**src/hdl/bdq_pkg.sv**
```systemverilog
`timescale 1ns / 1ps

package bdq_pkg;

    localparam int DEPTH  = 1024;
    localparam int DATA_W = 32;
    localparam int ADDR_W = $clog2(DEPTH);
    localparam int CNT_W  = $clog2(DEPTH + 1);
    localparam int MODE_W = 2;
    localparam int STAT_W = 2;

    typedef enum logic [MODE_W-1:0] {
        MODE_PUSH_FRONT = 2'd0,
        MODE_PUSH_BACK  = 2'd1,
        MODE_POP_FRONT  = 2'd2,
        MODE_POP_BACK   = 2'd3
    } t_mode;

    typedef enum logic [STAT_W-1:0] {
        ST_DONE  = 2'd0,
        ST_EMPTY = 2'd1,
        ST_FULL  = 2'd2
    } t_status;

    // controller to datapath
    typedef struct packed {
        logic accept;
        logic exec;
        logic load;
    } t_cmd;

endpackage

```
**src/hdl/bdq_ctrl.sv**
```systemverilog
`timescale 1ns / 1ps

module bdq_ctrl (
    input  logic          i_clk,
    input  logic          i_rst_n,
    input  logic          i_start,
    output logic          o_busy,
    output logic          o_valid,
    output bdq_pkg::t_cmd o_cmd
);
    import bdq_pkg::*;

    typedef enum logic [3:0] {
        S_IDLE = 4'b0001,
        S_EXEC = 4'b0010,
        S_LOAD = 4'b0100,
        S_RESP = 4'b1000
    } t_state;

    t_state r_state;
    t_state n_state;

    always_comb begin
        n_state = r_state;
        unique case (r_state)
            S_IDLE: begin
                if (i_start) begin
                    n_state = S_EXEC;
                end
            end
            S_EXEC: n_state = S_LOAD;
            S_LOAD: n_state = S_RESP;
            S_RESP: n_state = S_IDLE;
            default: n_state = S_IDLE;
        endcase
    end

    always_ff @(posedge i_clk) begin
        if (!i_rst_n) begin
            r_state <= S_IDLE;
        end else begin
            r_state <= n_state;
        end
    end

    assign o_cmd.accept = (r_state == S_IDLE) && i_start;
    assign o_cmd.exec   = (r_state == S_EXEC);
    assign o_cmd.load   = (r_state == S_LOAD);
    assign o_busy       = (r_state != S_IDLE);
    assign o_valid      = (r_state == S_RESP);

`ifndef SYNTHESIS
    a_onehot_state: assert property (@(posedge i_clk) disable iff (!i_rst_n)
        $onehot(r_state))
        else $error("state register not one-hot");

    a_accept_to_exec: assert property (@(posedge i_clk) disable iff (!i_rst_n)
        o_cmd.accept |=> o_cmd.exec)
        else $error("accepted transaction did not execute");

    a_valid_after_load: assert property (@(posedge i_clk) disable iff (!i_rst_n)
        o_valid |-> $past(o_cmd.load))
        else $error("result strobe without load");

    a_single_strobe: assert property (@(posedge i_clk) disable iff (!i_rst_n)
        o_valid |=> !o_valid && !o_busy)
        else $error("result strobe longer than one cycle");
`endif

endmodule

```
**config.mk**
```make
export PLATFORM = sky130hd
export DESIGN_NAME = bdq_ctrl
export DESIGN_NICKNAME = d
export VERILOG_FILES = /design/src/hdl/bdq_pkg.sv /design/src/hdl/bdq_ctrl.sv
export SDC_FILE = /design/constraint.sdc
export NUM_CORES = 1
export LEC_CHECK = 0
export ABC_CLOCK_PERIOD_IN_PS = 1160
export BUFFER_PORTS_ARGS = -buffer_cell sky130_fd_sc_hd__buf_2
export CAP_MARGIN = 20
export CORE_AREA = 2 2 39 41
export CTS_BUF_LIST = sky130_fd_sc_hd__clkbuf_16
export DETAILED_ROUTE_END_ITERATION = 8
export DIE_AREA = 0 0 41 43
export PLACE_DENSITY = 0.39
export SLEW_MARGIN = 20
export SYNTH_ARGS = -nofsm -noshare
export SYNTH_HDL_FRONTEND = slang
export SYNTH_SLANG_ARGS = --single-unit
```
**constraint.sdc**
```tcl
create_clock -name i_clk -period 1.16 [get_ports i_clk]
set_input_delay 0.058 -clock i_clk [delete_from_list [all_inputs] [get_ports i_clk]]
set_output_delay 0.058 -clock i_clk [all_outputs]
set_load 0.01 [all_outputs]
```
## Yosys cells after proc, flatten, opt, wreduce, memory -nomap -nowiden

Cells that the tools add are included.
W data, S select, Z words.

| word-level totals | value |
|---|---|
| register bits | 4 |
| input port bits | 3 |
| output and inout port bits | 5 |
| word-level logic and storage cells | 10 |

| operators by class | value |
|---|---|
| eq/ne operators | 6 |
| multiplexer cells | 2 |
| reduce and logical (&&, ||, !) cells | 1 |

Operators with widths:

| operator | number |
|---|---|
| $pmux W4 S3 | 1 |
| $eq A4 B1 Y1 const B | 1 |
| $eq A4 B2 Y1 const B | 1 |
| $eq A4 B3 Y1 const B | 1 |
| $eq A4 B4 Y1 const B | 1 |
| $mux W4 | 1 |
| $ne A4 B1 Y1 const B | 1 |
| $ne A2 B2 Y1 const B | 1 |
| $logic_and A1 B1 Y1 | 1 |

## Longest topological paths before layout

Gate-level depths: netlist of run 1.

| depth | value |
|---|---|
| word-level depth | 2 |
| depth in mapped cells | 3 |
| depth with buffers taken out | 2 |

## Worst setup path before layout of run 1

OpenSTA, ideal clock, no wires.

| path | value |
|---|---|
| kind | flip-flop to output port |
| from | reg r_state[2] |
| to | out o_cmd[0] (netlist name) |
| data arrival time | 0.969 ns |
| required time | 1.102 ns |
| setup slack | 0.133 ns |
| stages on the path, launching flop included | 4 |
| path buffers | 1 |
| path through | dfxtp_1 > or3b_1 > nor2_1 > buf_4 |

RTL lines:

| item | line | source |
|---|---|---|
| from (decl) | bdq_ctrl.sv:20 | `t_state r_state;` |
| from (signal assigned) | bdq_ctrl.sv:42 | `r_state <= n_state;` |
| to (decl) | bdq_ctrl.sv:9 | `output bdq_pkg::t_cmd o_cmd` |

==> results of run 1 <==
==> cells in the final DEF, fill, tap and decap left out, drive strengths merged <==
| master | n |
|---|---|
| or3b | 1 |
| clkbuf | 3 |
| xor2 | 1 |
| nor4b | 3 |
| inv | 1 |
| a22oi | 1 |
| buf | 13 |
| nor4bb | 1 |
| dfxtp | 4 |
| nor2 | 1 |
| nor3b | 1 |
| nor2b | 2 |
| and2 | 3 |
==> final cells by class <==
| class | instances | area, sq um |
|---|---|---|
| Clock buffer | 3 | 75.1 |
| Fill cell | 150 | 986 |
| Inverter | 1 | 3.75 |
| Multi-Input combinational cell | 14 | 130 |
| Sequential cell | 4 | 88.8 |
| Tap cell | 16 | 20.0 |
| Timing Repair Buffer | 13 | 80.1 |
==> final timing paths <==
path,endpoint,slack (ns),cells past startpoint
max,o_cmd[0],-0.09,3
min,r_state[2],0.06,2
max reg2reg,r_state[0],-0.04,4
min reg2reg,r_state[3],0.64,3
==> per-layer routing <==
metal  share of wire (%)  GRT usage (%)  routed length, um
met5                   0              0                  0
met2                  50           11.6                265
met4                 5.0           10.0                 27
met3                 8.2           6.28                 44
met1                  37           7.67                197
==> through the flow <==
| stage | instances | TNS (ns) | cell area, sq um | power, mW |
|---|---|---|---|---|
| global route | 51 | -0.651 | 398 | 0.768 |
| global placement | 44 | 0 | 264 | 0.197 |
| floorplan | 20 | 0 | 201 | 0.180 |
| CTS | 51 | -0.214 | 384 | 0.744 |
| finish | 51 | -0.219 | 398 | 0.738 |
| detailed placement | 44 | 0 | 264 | 0.197 |
==> cells in the mapped netlist, drive strengths merged <==
| cell | number |
|---|---|
| nor3b | 1 |
| nor4b | 3 |
| a22oi | 1 |
| nor2b | 2 |
| or3b | 1 |
| xor2 | 1 |
| dfxtp | 4 |
| inv | 1 |
| nor2 | 1 |
| nor4bb | 1 |
| buf | 1 |
| and2 | 3 |
==> cells by family (layout without fill, tap and decap cells) <==
| group | after synthesis | after routing | share of synthesized area, % |
|---|---|---|---|
| XOR/XNOR | 1 | 1 | 4.35 |
| AND/OR/NAND/NOR | 12 | 12 | 46.6 |
| AO/OA/AOI/OAI | 1 | 1 | 3.73 |
| flip-flops | 4 | 4 | 39.8 |
| buffers and inverters | 2 | 17 | 5.59 |
==> report_power, final <==
group | internal [mW] | total [mW] | switching, mW
clock network | 0.440 | 0.534 | 0.0936
logic | 0.0313 | 0.0538 | 0.0226
registers | 0.143 | 0.151 | 0.00822
==> what timing repair did <==
| action | 4_1_cts | 5_1_grt |
|---|---|---|
| buffers inserted | 4 | 0 |
| pin swaps | 1 | 2 |
| gates resized for setup | 6 | 3 |
| setup endpoints to repair | 4 | 7 |
==> metrics.txt, run 1 <==
outcome=finished, violations left; failing checks=setup timing; CTS Hold Buffers Added=0; CP startpoint=r_state[0]; max reg flops=4; WS Path Type=flip-flop to output pin; Rows=14; Worst Path Buf+Inv=1; top post-synthesis cells by area=dfxtp_1 40%, and2_1 9.3%, nor4b_1 8.7%, nor4b_2 7.5%, nor2b_1 6.2%; CTS tree=yes; post-synthesis sequential area ratio=39.8%; Finished Core Util=28.8%; startpoint types=flip-flop; critical path's slowest cell=or3b_4; Min Clock Period, post-route=1.25 ns; initial core utilization=14.6%; Min-Delay Path Class=input pin to flip-flop; die area=0.00176 sq mm; Worst-path clk slew=0.03 ns; power density over the cells=1860 mW/mm^2; Layout area overhead=97.5%; Clock Skew=0.00191 ns; Max-Slew Margin vs Limit=77.7%; Leak Pwr=0.183 nW; post-route ant nets=0; Slew Viols, Final=0; post-DP HPWL=330 um; initial antenna violation count=0; Peak VDD IR=871 uV; cell taking the most area after synthesis=dfxtp_1; Synth Area per Inst=10.1 sq um; CTS buffer count=3; largest net degree at the start of global routing=7; H-tree depth=1; Slowest Stage Delay on Critical Path=0.40 ns; CTS Root Cell=clkbuf_16; Fin Hold WS=0.0643 ns; YS warnings=0; input/output buffers=7; die height=43 um; post-placement setup slack=0.0401 ns; First DRT Iteration DRCs=0; number of global-route vias before repair=212; clk_lat worst skew=0.22 ns; DR pass1 iterations=1; Die W=41 um; #FFs+latches synth=4; CP cell instances=or3b_4 > nor2_2 > buf_2; Hold Fails Final Rpt=0; crit path DAT=1.19 ns; Critical R2R Launch=r_state[2]; Placeable Area=0.00138 sq mm; GP Congestion=0.645; delay-heaviest family, CP=simple AND/OR/NAND/NOR gates; Cell variety after synth=13; DRC viols=0; Global Route Usage Sum=8.82%; critical hold path startpoint=i_rst_n; Setup Viol. Count Final=6; Max FO, Critical Path=4; first-pass GRT wire length=890 um; worst endpoint required time=1.10 ns; fmax=803 MHz; RSZ-0062 raised after global routing=true; n_diodes=0; DR vias/cell=4.18; Top Registers=r_state (4); Slew @ Worst Pin=0.330 ns; share of layout cells above drive strength 1=65.7%; Largest Register=r_state; Setup WS post-layout=-0.0851 ns; post-synth top area share=39.8%; Sink Count=4; gr ovfl total=0; MaxCap Viol Count=0; Tcrit/Tclk final=107%; kind of end point of the critical path=output pin; I/O pin total=8; wire per inst=10.5 um; Nets=40; clk buf depth=2; Synthesized Nets=23; Routed WL=535 um; synthesized cell area=201 sq um; via count=213; Post-Synthesis Cells=20
(Power assumes the default switching activity.)
==> run 2: changes to the inputs <==
--- a/config.mk
+++ b/config.mk
@@ -6,7 +6,7 @@
 export NUM_CORES = 1
 export LEC_CHECK = 0
 export ABC_CLOCK_PERIOD_IN_PS = 1160
-export BUFFER_PORTS_ARGS = -buffer_cell sky130_fd_sc_hd__buf_2
+export BUFFER_PORTS_ARGS = -buffer_cell sky130_fd_sc_hd__buf_4
 export CAP_MARGIN = 20
 export CORE_AREA = 2 2 39 41
 export CTS_BUF_LIST = sky130_fd_sc_hd__clkbuf_16
==> run 2 against run 1 <==
The flow still finishes with violations (setup timing). Flip-flop and latch count unchanged. Largest power group unchanged. Via count down 6.6%. Sequential share of layout area down 1.2 points. Clock skew down 0.00084 ns. Clock-buffer cell count unchanged.
==> metrics.txt, run 2 (synthesized netlist as in run 1, its figures left out) <==
GP Congestion=0.657 (+1.9%); share of layout cells above drive strength 1=64.7% (-1.0 points); Comb pwr share=8.4% (+1.1 points); crit path DAT=1.17 ns (-0.02 ns); Clock Skew=0.00107 ns (-0.000837 ns); Min Clock Period, post-route=1.23 ns (-0.0173 ns); largest net degree at the start of global routing=7 (unchanged); Slew @ Worst Pin=0.272 ns (-0.0576 ns); DR pass1 iterations=2 (+1); setup_tns=-0.246 ns (-0.0272 ns); total power=757 uW (+2.5%); H-tree depth=1 (unchanged); Nets=39 (-2.5%); die area=0.00176 sq mm (unchanged); Setup Viol. Count Final=5 (-1); clk_lat worst skew=0.23 ns (about the same); startpoint types=flip-flop; input/output buffers=7 (unchanged); post-placement setup slack=0.0574 ns (+0.0173 ns); most used cell, CP=buf_4; clk buf depth=2 (unchanged); critical path's slowest cell=dfxtp_1; Placeable Area=0.00138 sq mm (unchanged); CTS Hold Buffers Added=0 (unchanged); Die W=41 um (unchanged); Routed WL=565 um (+5.6%); Finished Core Util=29.5% (+0.72 points); grt met2 use=10.0% (-1.6 points); post-DP HPWL=331 um (+0.27%); n_diodes=0 (unchanged); commonest non-fill, non-tap cell in the layout=buf_4; Peak VDD IR=713 uV (-18%); failing checks=setup timing; Flop pwr share=20.1% (-0.3 points); gr ovfl total=0 (unchanged); max reg flops=4 (unchanged); Net Switching=133 uW (+6.9%); post-route ant nets=0 (unchanged); Rows=14 (unchanged); Max FO, Critical Path=5 (+1); Leak Pwr=0.182 nW (-0.95%); CP cell instances=buf_4 > nor4b_2 > buf_4; first-pass GRT wire length=924 um (+3.8%); WS Path Type=flip-flop to output pin; critical hold path startpoint=i_rst_n; fmax=814 MHz (+1.4%); kind of end point of the critical path=output pin; DR vias/cell=3.98 (-4.7%); Top Registers=r_state (4); Tcrit/Tclk final=106% (-1.5 points); wire per inst=11.3 um (+7.7%); worst endpoint required time=1.10 ns (about the same); grt met1 use=8.97% (+1.3 points); clock power share=71.5% (-0.8 points); RSZ-0062 raised after global routing=true; Hold Fails Final Rpt=0 (unchanged); Slowest Stage Delay on Critical Path=0.32 ns (-0.08 ns); number of global-route vias before repair=214 (+0.94%); outcome=finished, violations left; Setup WS post-layout=-0.0678 ns (+0.0173 ns); I/O pin total=8 (unchanged); Critical R2R Launch=r_state[2]; Worst-path clk slew=0.03 ns (about the same); CTS buffer count=3 (unchanged); die height=43 um (unchanged); Max-Slew Margin vs Limit=81.6% (+3.9 points); First DRT Iteration DRCs=1 (+1); met3 Resource Use GR=8.38% (+2.1 points); Layout area overhead=102%; power density over the cells=1850 mW/mm^2 (about the same); Global Route Usage Sum=8.73% (-0.091 points); most frequent cells in the layout=11 x buf_4, 3 x nor4b_2, 3 x and2_1, 3 x clkbuf_16; initial antenna violation count=0 (unchanged); via count=199 (-6.6%); initial core utilization=14.6% (unchanged); Finished Layout Cells=50 (-2.0%); busiest grt layer=met2; switching fraction of total power=17.6% (+0.73 points); DRC viols=0 (unchanged); CTS tree=yes; placed insts=45 (+2.3%); Sink Count=4 (unchanged); Min-Delay Path Class=input pin to flip-flop; CTS Root Cell=clkbuf_16; Largest Register=r_state; P_int=624 uW (+1.6%); CP startpoint=r_state[3]; Slew Viols, Final=0 (unchanged); MaxCap Viol Count=0 (unchanged)
==> run 2: per-layer routing <==
metal	wire length (um)	part of all wire [%]
met5	0	0
met4	10	1.8
met3	40	7.1
met2	304	54
met1	210	37
==> run 2: metrics by stage <==
stage / cell area [sq um] / hold WS (ns)
after floorplan: 201 / 0.180
after global placement: 289 / 0.280
after detailed placement: 289 / 0.289
after CTS: 408 / 0.0548
after global routing: 408 / 0.0702
final: 408 / 0.0564
==> run 2: timing repair <==
action / CTS / global route
setup endpoints to repair: 5 / 7
pin swaps: 1 / 0
gates resized for setup: 8 / 0
buffers inserted: 2 / 0
cloned: 0 / 0
==> run 2: final timing paths <==
check	to	slack, ns	cells past startpoint
worst max-delay path	o_cmd[1]	-0.07	3
worst min-delay path	r_state[2]	0.06	2
worst max register to register	r_state[0]	-0.04	4
worst min register to register	r_state[2]	0.60	2
==> run 2: area by class of cell <==
cell class	count	area, sq um
Multi-Input combinational cell	14	129
Tap cell	16	20.0
Sequential cell	4	86.3
Inverter	1	3.75
Fill cell	139	976
Clock buffer	3	75.1
Timing Repair Buffer	12	93.8
==> run 2: critical path, delay by kind of cell (launching register included) <==
family | cells | cell delay, ns
flip-flops | 1 | 0.32
buffers and inverters | 2 | 0.33
AND/OR/NAND/NOR | 1 | 0.30
==> run 2: power groups by stage <==
stage	clock network, mW	logic (mW)	registers [mW]
CTS	0.553	0.0629	0.152
global placement	0	0.0548	0.153
floorplan	0	0.0271	0.153
global route	0.574	0.0693	0.153
detailed placement	0	0.0554	0.153
finish	0.541	0.0633	0.152
==> run 3: changes to the inputs <==
--- a/config.mk
+++ b/config.mk
@@ -9,7 +9,7 @@
 export BUFFER_PORTS_ARGS = -buffer_cell sky130_fd_sc_hd__buf_4
 export CAP_MARGIN = 20
 export CORE_AREA = 2 2 39 41
-export CTS_BUF_LIST = sky130_fd_sc_hd__clkbuf_16
+export CTS_BUF_LIST = sky130_fd_sc_hd__clkbuf_8
 export DETAILED_ROUTE_END_ITERATION = 8
 export DIE_AREA = 0 0 41 43
 export PLACE_DENSITY = 0.39
==> run 3 against run 2 <==
Total power fell by 32%. Via count rose by 3.5%. Routed wire length fell by 5.8%. Flip-flop and latch count did not move. Register-to-register slack improved by 0.12 ns. The flow still finishes with violations (setup timing). Final area fell by 2.8%. Global-route usage fell by 1.2 points.
==> metrics.txt, run 3 (synthesized netlist as in run 1, its figures left out) <==
initial antenna violation count=0 (unchanged); I/O pin total=8 (unchanged); Top Registers=r_state (4); input/output buffers=7 (unchanged); Sequential Area=90.1 sq um (+4.3%); Largest Register=r_state; largest net degree at the start of global routing=7 (unchanged); Flop pwr share=29.4% (+9.3 points); Layout area overhead=96.9%; R2R Setup Slk=0.08 ns (+0.12 ns); Placeable Area=0.00138 sq mm (unchanged); post-DP HPWL=331 um (unchanged); Peak VDD IR=758 uV (+6.3%); CTS tree=yes; switching fraction of total power=20.5% (+2.9 points); placed insts=45 (unchanged); DR pass1 iterations=4 (+2); total power=517 uW (-32%); footprint of the multi-input gates=140 sq um (+8.7%); die height=43 um (unchanged); Nets=39 (unchanged); Hold Path Depth=2 (unchanged); Finished Layout Cells=50 (unchanged); First DRT Iteration DRCs=2 (+1); WS Path Type=flip-flop to output pin; Slowest Stage Delay on Critical Path=0.37 ns (+0.05 ns); fmax=810 MHz (-0.54%); first-pass GRT wire length=814 um (-12%); Die W=41 um (unchanged); DRC viols=0 (unchanged); fin area=397 sq um (-2.8%); clk_lat worst skew=0.22 ns (about the same); Critical R2R Launch=r_state[2]; wire per inst=10.6 um (-5.8%); Sink Count=4 (unchanged); Setup WS post-layout=-0.0745 ns (-0.00673 ns); post-placement setup slack=0.0574 ns (unchanged); H-tree depth=1 (unchanged); Net Switching=106 uW (-20%); crit path DAT=1.18 ns (about the same); Global Route Usage Sum=7.52% (-1.2 points); CTS Root Cell=clkbuf_8; via count=206 (+3.5%); RSZ-0062 raised after global routing=true; GP Congestion=0.657 (unchanged); Min-Delay Path Class=input pin to flip-flop; kind of end point of the critical path=output pin; Max FO, Critical Path=5 (unchanged); Tcrit/Tclk final=106% (+0.58 points); outcome=finished, violations left; Slew @ Worst Pin=0.279 ns (+0.00668 ns); P_int=411 uW (-34%); number of global-route vias before repair=195 (-8.9%); clk buf depth=2 (unchanged); power density over the cells=1300 mW/mm^2 (-30%); commonest non-fill, non-tap cell in the layout=buf_4; Leak Pwr=0.180 nW (-0.99%); Hold EP=r_state[2]; n_diodes=0 (unchanged); Clock Skew=0.00293 ns (+0.00186 ns); share of layout cells above drive strength 1=64.7% (unchanged); placed cell area=289 sq um (unchanged); Setup Viol. Count Final=4 (-1); MaxCap Viol Count=0 (unchanged); Rows=14 (unchanged); critical path's slowest cell=dfxtp_4; fill count=142 (+2.2%); gr ovfl total=0 (unchanged); Routed WL=532 um (-5.8%); DR vias/cell=4.12 (+3.5%); Min Clock Period, post-route=1.23 ns (+0.00673 ns); worst endpoint required time=1.10 ns (about the same); failing checks=setup timing; post-route ant nets=0 (unchanged); max reg flops=4 (unchanged); die area=0.00176 sq mm (unchanged); initial core utilization=14.6% (unchanged); Worst-path clk slew=0.03 ns (about the same); Slew Viols, Final=0 (unchanged); Comb pwr share=14.1% (+5.7 points); startpoint types=flip-flop; clock power share=56.4% (-15 points); Worst R2R End=r_state[0]; Register-to-Register Path Depth=3 (-1); critical hold path startpoint=i_rst_n; CP cell instances=or3b_1 > nor2_1 > buf_4; CTS buffer count=3 (unchanged); Hold Fails Final Rpt=0 (unchanged); Max-Slew Margin vs Limit=81.1% (-0.45 points); setup_tns=-0.150 ns (+0.0962 ns); most frequent cells in the layout=9 x buf_4, 3 x and2_1, 3 x clkbuf_8, 3 x buf_6
[run 3: cell counts in the layout (fill, tap and decap cells not counted)]
Identical to the previous run, type by type.
[run 3: final cells by class]
class | instances | share of cell area [%]
repair buffers | 12 | 25.6
well taps | 16 | 5.05
clock buffers | 3 | 10.4
multi-input cells | 14 | 35.3
flip-flops and latches | 4 | 22.7
inverters | 1 | 0.946
[run 3: worst max path at each step]
stage                    start  endpoint  slack [ns]
finish              r_state[2]  o_cmd[0]       -0.07
global route        r_state[2]  o_cmd[0]       -0.12
CTS                 r_state[2]  o_cmd[2]       -0.07
detailed placement  r_state[1]  o_cmd[2]        0.06
global placement    r_state[1]  o_cmd[2]        0.08
floorplan           r_state[2]  o_cmd[0]        0.13
[run 3: per-layer routing]
layer	track usage [%]	vias up	share of wire, %
met5	0	-	0
met4	5.33	0	0
met3	7.85	0	5.6
met2	7.50	6	48
met1	8.97	99	46
li1	-	101	-
[run 3: worst max-delay path, delay by kind of cell, from the launching register on]
kind | cells | cell delay [ns]
buffers and inverters | 1 | 0.13
AND/OR/NAND/NOR | 2 | 0.46
flip-flops | 1 | 0.37
[run 3: through the flow]
stage	hold slack, ns	utilization [%]
2_1_floorplan	0.180	-
3_3_place_gp	0.280	20.9
3_5_place_dp	0.289	20.9
4_1_cts	0.0627	25.2
5_1_grt	0.0772	28.7
6_report	0.0660	28.7
[run 3: power by group through the flow]
stage	Sequential, mW	Combinational, mW	Clock [mW]
floorplan	0.153	0.0271	0
global placement	0.153	0.0548	0
detailed placement	0.153	0.0554	0
CTS	0.150	0.0576	0.300
global route	0.153	0.0799	0.319
finish	0.152	0.0731	0.292
[run 3: repair_timing]
action / CTS / global route
setup endpoints to repair: 5 / 6
resized for setup: 4 / 9
pin swaps: 1 / 2
buffers inserted: 1 / 1
hold buffers: 0 / 0
